`src/rtl/apsp_pkg.sv`:
```
// ----------------------------------------------------------------------------
// apsp_pkg
// Shared types, sizes and command codes for the all-pairs shortest-path block.
// ----------------------------------------------------------------------------
package apsp_pkg;

	localparam int MAX_NODES = 64;
	localparam int DIST_BITS = 16;
	localparam int IDX_W     = $clog2(MAX_NODES);
	localparam int ADDR_W    = 2 * IDX_W;
	localparam int MEM_DEPTH = 1 << ADDR_W;
	localparam int NC_W      = $clog2(MAX_NODES + 1);
	localparam int CFG_W     = 7;
	localparam int CNT_W     = (NC_W > CFG_W) ? NC_W : CFG_W;

	localparam logic [CFG_W-1:0] NODE_COUNT_RESET = 7'd64;

	localparam logic [1:0] CMD_WRITE = 2'd0;
	localparam logic [1:0] CMD_RUN   = 2'd1;
	localparam logic [1:0] CMD_READ  = 2'd2;

	typedef logic [DIST_BITS-1:0] dist_t;
	typedef logic [IDX_W-1:0]     idx_t;
	typedef logic [ADDR_W-1:0]    addr_t;
	typedef logic [CNT_W-1:0]     cnt_t;

	typedef struct packed {
		logic [1:0]  cmd;
		logic [5:0]  row;
		logic [5:0]  col;
		logic [15:0] duration;
	} cmd_beat_t;

	typedef struct packed {
		logic [15:0] read_value;
		logic        done_res;
	} res_beat_t;

	typedef struct packed {
		logic  we;
		addr_t waddr;
		dist_t wdata;
		addr_t raddr_a;
		addr_t raddr_b;
	} mem_req_t;

	typedef struct packed {
		logic      valid;
		res_beat_t beat;
	} res_push_t;

	function automatic logic in_range(input logic [5:0] r, input logic [5:0] c);
		return (int'(r) < MAX_NODES) && (int'(c) < MAX_NODES);
	endfunction

	function automatic addr_t cell_addr(input idx_t r, input idx_t c);
		return {r, c};
	endfunction

endpackage

```
`src/rtl/apsp_relax.sv`:
```
// ----------------------------------------------------------------------------
// apsp_relax
// Add and compare unit: path through the intermediate node versus
// the current entry.
// ----------------------------------------------------------------------------
module apsp_relax (
	input  apsp_pkg::dist_t left,
	input  apsp_pkg::dist_t via_val,
	input  apsp_pkg::dist_t cur,
	output apsp_pkg::dist_t sum,
	output logic            shorter
);

	logic [apsp_pkg::DIST_BITS:0] wide_sum;

	assign wide_sum = {1'b0, left} + {1'b0, via_val};
	assign shorter  = wide_sum < {1'b0, cur};
	assign sum      = wide_sum[apsp_pkg::DIST_BITS-1:0];

endmodule

```
`src/rtl/apsp_seq.sv`:
```
// ----------------------------------------------------------------------------
// apsp_seq
// Command sequencer: entry writes and reads, and the closure sweep with the
// intermediate node outermost; an entry update spans states S_RD and S_UPD.
// ----------------------------------------------------------------------------
module apsp_seq (
	input  logic                            clk,
	input  logic                            arst_n,
	input  logic                            cmd_valid,
	output logic                            cmd_stall,
	input  apsp_pkg::cmd_beat_t             cmd_beat,
	input  logic [apsp_pkg::CFG_W-1:0]      node_count,
	input  logic                            res_ready,
	output apsp_pkg::res_push_t             push,
	output apsp_pkg::mem_req_t              mem_req,
	input  apsp_pkg::dist_t                 rd_a,
	input  apsp_pkg::dist_t                 rd_b
);

	localparam logic [2:0] S_IDLE  = 3'd0;
	localparam logic [2:0] S_ROW   = 3'd1;
	localparam logic [2:0] S_LEFT  = 3'd2;
	localparam logic [2:0] S_RD    = 3'd3;
	localparam logic [2:0] S_UPD   = 3'd4;
	localparam logic [2:0] S_RDOUT = 3'd5;
	localparam logic [2:0] S_DONE  = 3'd6;

	logic [2:0]      state_q;
	apsp_pkg::idx_t  via_q;
	apsp_pkg::idx_t  from_q;
	apsp_pkg::idx_t  to_q;
	apsp_pkg::dist_t left_q;
	apsp_pkg::addr_t rd_addr_q;
	logic            rd_ok_q;

	apsp_pkg::cnt_t  node_ext;
	apsp_pkg::cnt_t  n_eff;
	logic            t_last;
	logic            f_last;
	logic            v_last;
	logic            accept;
	logic            beat_ok;
	apsp_pkg::addr_t beat_addr;
	apsp_pkg::dist_t sum;
	logic            shorter;

	assign node_ext = apsp_pkg::cnt_t'(node_count);
	assign n_eff    = (node_ext > apsp_pkg::cnt_t'(apsp_pkg::MAX_NODES)) ?
		apsp_pkg::cnt_t'(apsp_pkg::MAX_NODES) : node_ext;
	assign t_last   = (apsp_pkg::cnt_t'(to_q) + apsp_pkg::cnt_t'(1)) == n_eff;
	assign f_last   = (apsp_pkg::cnt_t'(from_q) + apsp_pkg::cnt_t'(1)) == n_eff;
	assign v_last   = (apsp_pkg::cnt_t'(via_q) + apsp_pkg::cnt_t'(1)) == n_eff;

	assign cmd_stall = (state_q != S_IDLE);
	assign accept    = cmd_valid && !cmd_stall;
	assign beat_ok   = apsp_pkg::in_range(cmd_beat.row, cmd_beat.col);
	assign beat_addr = apsp_pkg::cell_addr(apsp_pkg::idx_t'(cmd_beat.row),
		apsp_pkg::idx_t'(cmd_beat.col));

	apsp_relax u_relax (
		.left    (left_q),
		.via_val (rd_a),
		.cur     (rd_b),
		.sum     (sum),
		.shorter (shorter)
	);

	always_comb begin
		mem_req         = '0;
		mem_req.raddr_a = rd_addr_q;
		mem_req.raddr_b = apsp_pkg::cell_addr(from_q, to_q);
		push            = '0;
		unique case (state_q)
			S_IDLE: begin
				mem_req.raddr_a = beat_addr;
				mem_req.waddr   = beat_addr;
				mem_req.wdata   = apsp_pkg::dist_t'(cmd_beat.duration);
				mem_req.we      = accept && (cmd_beat.cmd == apsp_pkg::CMD_WRITE) && beat_ok;
			end
			S_ROW: begin
				mem_req.raddr_a = apsp_pkg::cell_addr(from_q, via_q);
			end
			S_LEFT: begin
				mem_req.raddr_a = apsp_pkg::cell_addr(from_q, via_q);
			end
			S_RD: begin
				mem_req.raddr_a = apsp_pkg::cell_addr(via_q, to_q);
			end
			S_UPD: begin
				mem_req.raddr_a = apsp_pkg::cell_addr(via_q, to_q);
				mem_req.waddr   = apsp_pkg::cell_addr(from_q, to_q);
				mem_req.wdata   = sum;
				mem_req.we      = shorter;
			end
			S_RDOUT: begin
				push.valid           = 1'b1;
				push.beat.read_value = rd_ok_q ? 16'(rd_a) : 16'd0;
				push.beat.done_res   = 1'b0;
			end
			S_DONE: begin
				push.valid           = 1'b1;
				push.beat.read_value = 16'd0;
				push.beat.done_res   = 1'b1;
			end
			default: begin
			end
		endcase
	end

	always_ff @(posedge clk) begin
		if (state_q == S_LEFT) begin
			left_q <= rd_a;
		end
		if (accept) begin
			rd_addr_q <= beat_addr;
			rd_ok_q   <= beat_ok;
		end
	end

	always_ff @(posedge clk or negedge arst_n) begin
		if (!arst_n) begin
			state_q <= S_IDLE;
			via_q   <= '0;
			from_q  <= '0;
			to_q    <= '0;
		end else begin
			unique case (state_q)
				S_IDLE: begin
					if (accept) begin
						case (cmd_beat.cmd)
							apsp_pkg::CMD_RUN: begin
								via_q  <= '0;
								from_q <= '0;
								to_q   <= '0;
								state_q <= (n_eff == '0) ? S_DONE : S_ROW;
							end
							apsp_pkg::CMD_READ: state_q <= S_RDOUT;
							default: state_q <= S_IDLE;
						endcase
					end
				end
				S_ROW:  state_q <= S_LEFT;
				S_LEFT: state_q <= S_RD;
				S_RD:   state_q <= S_UPD;
				S_UPD: begin
					if (!t_last) begin
						to_q    <= to_q + 1'b1;
						state_q <= S_RD;
					end else begin
						to_q <= '0;
						if (!f_last) begin
							from_q  <= from_q + 1'b1;
							state_q <= S_ROW;
						end else begin
							from_q <= '0;
							if (!v_last) begin
								via_q   <= via_q + 1'b1;
								state_q <= S_ROW;
							end else begin
								via_q   <= '0;
								state_q <= S_DONE;
							end
						end
					end
				end
				S_RDOUT: begin
					if (res_ready) begin
						state_q <= S_IDLE;
					end
				end
				S_DONE: begin
					if (res_ready) begin
						state_q <= S_IDLE;
					end
				end
				default: state_q <= S_IDLE;
			endcase
		end
	end

endmodule

```
`config.mk`:
```
export PLATFORM = sky130hd
export DESIGN_NAME = apsp_seq
export DESIGN_NICKNAME = d
export VERILOG_FILES = /design/src/rtl/apsp_pkg.sv /design/src/rtl/apsp_relax.sv /design/src/rtl/apsp_seq.sv
export SDC_FILE = /design/constraint.sdc
export NUM_CORES = 1
export LEC_CHECK = 0
export BUFFER_PORTS_ARGS = -buffer_cell sky130_fd_sc_hd__buf_2
export CAP_MARGIN = 20
export CORE_MARGIN = 2
export CORE_UTILIZATION = 52
export CTS_CLUSTER_SIZE = 14
export DETAILED_ROUTE_END_ITERATION = 6
export PLACE_DENSITY = 0.8
export SYNTH_ARGS = -nofsm -noshare
export SYNTH_HDL_FRONTEND = slang
export SYNTH_SLANG_ARGS = --single-unit
export TNS_END_PERCENT = 5
```
`constraint.sdc`:
```
create_clock -name clk -period 4.8 [get_ports clk]
set_input_delay 0.24 -clock clk [delete_from_list [all_inputs] [get_ports clk]]
set_output_delay 0.24 -clock clk [all_outputs]
set_load 0.02 [all_outputs]
```
==> results by group <==
Outcome
  – Run status: finished, final reports clean

Yosys
  – Synth Warn #: 0
  – Syn avg cell area: around 8.3 µm²
  – Mapped Area: between 0.004 and 0.005 mm²
  – Netlist cell types: 68
  – Synthesized Nets: 704
  – Post-synthesis cell count: a little under 600
  – FF+latch count, synth: a little under 50
  – Register area share after synthesis: 0.277
  – EDFF count, synth: 28
  – Post-synth top flop: edfxtp_1
  – Ys async rst share: 0.429

Floorplanning
  – # IOs: around 150
  – Core area: roughly 0.0092 mm²
  – DIE AREA: approximately 0.010 mm²
  – Initial Util: 0.536
  – Die height: between 100 and 150 µm
  – Chip width: just over 100 µm
  – Site Rows: 35

Global route
  – Total global-route track usage: 0.270
  – First-pass GRT wire length: approximately 22000 µm
  – Initial antenna violation count: 0
  – Total gr overflow: 0
  – Largest net degree at the start of global routing: between 60 and 70
  – Vias in the first global route: ~4800

STA
  – Fin crit period: ~4.1 ns
  – Final Skew: between 0.009 and 0.01 ns
  – Final period utilization: 0.845
  – Final Hold Vio Count: 0
  – Fin. max-slew vios: 0
  – Fmax: roughly 250 MHz
  – Setup TNS: 0 ns
  – Setup-failing EPs final: 0
  – Slew of the pin with the lowest slew margin: between 1 and 1.5 ns
  – Slew Limit Headroom: 0.327
  – RSZ-0062 raised after global routing: no

Detailed routing
  – Vias per std cell: 6.01
  – DR iter-0 viols: about 260
  – Routed wire per std cell: between 15 and 20 µm
  – Routed vias: around 5000
  – Post-route ant nets: 0
  – Drt pass-1 iters: 5
  – Number of remaining DRC errors: 0
  – DRT Wirelength: 13900 µm

Clock network
  – CTS tree: yes
  – Worst-path clk slew: 0.10 ns
  – CTS Buf Count: 5
  – Clk sinks: 49
  – Clock Root Buffer: clkbuf_8
  – Clock Latency Late Sink: approximately 0.32 ns
  – Post-cts gate resize count: 0
  – Clock buffer depth: 2
  – H-tree levels: 2

Power
  – Leak: between 2 and 3 nW
  – P per Cell Area: slightly above 500 mW/mm²
  – Worst vdd ir: 0.296 mV

Final layout
  – Area growth syn-to-layout: 16.8%
  – Post-route cell area: around 0.0058 mm²
  – Final net count: between 800 and 900
  – Reg area: roughly 0.0014 mm²
  – # diodes: 0
  – Share of post-route cells with drive strength above 1: 0.245
  – Multi-input logic area: 0.00326 mm²
  – Number of fill cells: 827

Worst hold path
  – Hold Path Class: input pin to register

Setup path
  – Data arrival, critical path: about 3.8 ns
  – CP Capture Type: primary output
  – CP Class: register to primary output
  – Crit path launch type: register
  – Worst-path maximum fanout: 3
  – WP data required: approximately 4.6 ns

Placement
  – Routability Congestion: between 0.8 and 0.9
  – Half-perimeter wire length of the detailed placement result: roughly 11000 µm
  – I/O Buffers: ~140
  – DP Area: 0.00563 mm²

Run
  – Maxcap violations: 0
-- timing repair --
action                                 CTS  global route
setup endpoints to repair                0             0
endpoints found under the hold margin   21             0
hold buffers                             1             0
setup buffers                            0             0
-- cell usage after synthesis, drive strengths merged, types with 4 or more instances --
library cell  count  area [µm²]
a21oi            28         140
o21ai            38         190
and3              5        32.5
ha               37         463
xor2             13         114
nand2b           14        87.6
o21bai            4        30.0
and2             19         119
a31oi            17         106
clkbuf           24        90.1
nor4              5        31.3
buf              18        87.6
inv              31         116
nor2b            17         106
nor3              5        30.0
a22o              4        35.0
o21a              8        60.1
a211oi           15         113
mux2i            25         250
edfxtp           28         841
nand4             6        37.5
mux2              6        67.6
nand3            16        92.6
o211ai            9        67.6
a22oi             5        37.5
nor2             51         194
o31ai             4        30.0
xnor2            14         123
dfrtp            21         526
a21o             13        97.6
nand2            54         205
-- critical path: stages, from the launching register on --
cell	delay (ns)
edfxtp_1	0.39
ha_1	0.20
inv_1	0.07
fa_1	0.20
nor2b_1	0.06
o21a_1	0.18
o211ai_1	0.29
a31oi_1	0.18
o21a_1	0.20
nor2_1	0.11
xor2_1	0.43
inv_1	0.09
ha_1	0.20
a211oi_1	0.23
o211ai_1	0.13
o2111ai_1	0.13
a21oi_1	0.06
a21oi_1	0.16
buf_2	0.20
-- path summary, 6_finish.rpt --
path	endpoint	start	slack (ns)	cells after the start
setup / recovery	mem_req[52]	left_q[0]	0.74	18
hold / removal	rd_addr_q[6]	cmd_beat[22]	0.12	1
setup reg to reg	via_q[2]	to_q[0]	1.39	9
hold reg to reg	via_q[4]	via_q[4]	0.68	2
max in group asynchronous	state_q[2]	arst_n	3.99	2
min in group asynchronous	to_q[0]	arst_n	0.43	2
-- flip-flops by register name, summed over array words and instances (netlist names) --
signal	count
to_q	6
rd_addr_q	12
state_q	3
via_q	6
left_q	16
from_q	6
-- where the power goes --
part           internal, mW  switching [mW]  leakage [nW]
sequential            0.553           0.128         0.543
combinational         0.724            1.23          2.11
clock                 0.157           0.155        0.0554
total                  1.43            1.52          2.70
-- per-stage QoR --
step,power [mW],std cells,hold WS [ns],worst slack (ns),util
final,2.95,818,0.116,0.743,0.625
after global routing,3.18,818,0.116,0.505,0.625
after CTS,2.95,818,0.112,0.811,0.625
after detailed placement,2.63,809,0.244,1.18,0.612
after global placement,2.57,809,0.229,1.19,0.612
after floorplan,2.11,593,-0.0556,1.59,-
-- logic make-up after synthesis --
kind of cell | share of synthesized area
AND/OR/NAND/NOR | 0.212
buffers and inverters | 0.0597
multiplexers | 0.0645
adder cells (fa/ha/maj) | 0.100
AO/OA/AOI/OAI | 0.219
flip-flops | 0.277
XOR/XNOR | 0.0668
-- final cells by class --
| class | count | share of cell area |
|---|---|---|
| inverters | 31 | 0.0202 |
| clock buffers | 6 | 0.0126 |
| clock inverters | 2 | 0.00674 |
| multi-input cells | 471 | 0.568 |
| flip-flops and latches | 49 | 0.238 |
| repair buffers | 148 | 0.131 |
| well taps | 111 | 0.0241 |
-- placed cells by master, fill, tap and decap left out, drive strengths merged, types with 4 or more instances in the layout --
cell | synthesis | final
nor3 | 5 | 5
buf | 18 | 147
mux2 | 6 | 6
ha | 37 | 37
inv | 31 | 31
a22oi | 5 | 5
nor2b | 17 | 17
a21oi | 28 | 28
nor4 | 5 | 5
o211ai | 9 | 9
a31oi | 17 | 17
clkbuf | 24 | 6
nand2b | 14 | 14
nand2 | 54 | 54
o31ai | 4 | 4
a211oi | 15 | 15
o21a | 8 | 8
o21bai | 4 | 4
mux2i | 25 | 25
edfxtp | 28 | 28
nand4 | 6 | 6
dfrtp | 21 | 21
a22o | 4 | 4
nand3 | 16 | 16
nor2 | 51 | 51
and2 | 19 | 19
o21ai | 38 | 38
a21o | 13 | 13
xnor2 | 14 | 14
xor2 | 13 | 13
and3 | 5 | 5
-- layer usage --
metal  GRT usage  vias to the layer above  routed length (µm)
li1            -                     2379                   -
met5           0                        -                   0
met1       0.326                     2293                5580
met3      0.0338                       40                 843
met2       0.478                      201                6960
met4       0.127                        0                 503
Power figures use the tool's default switching activity.
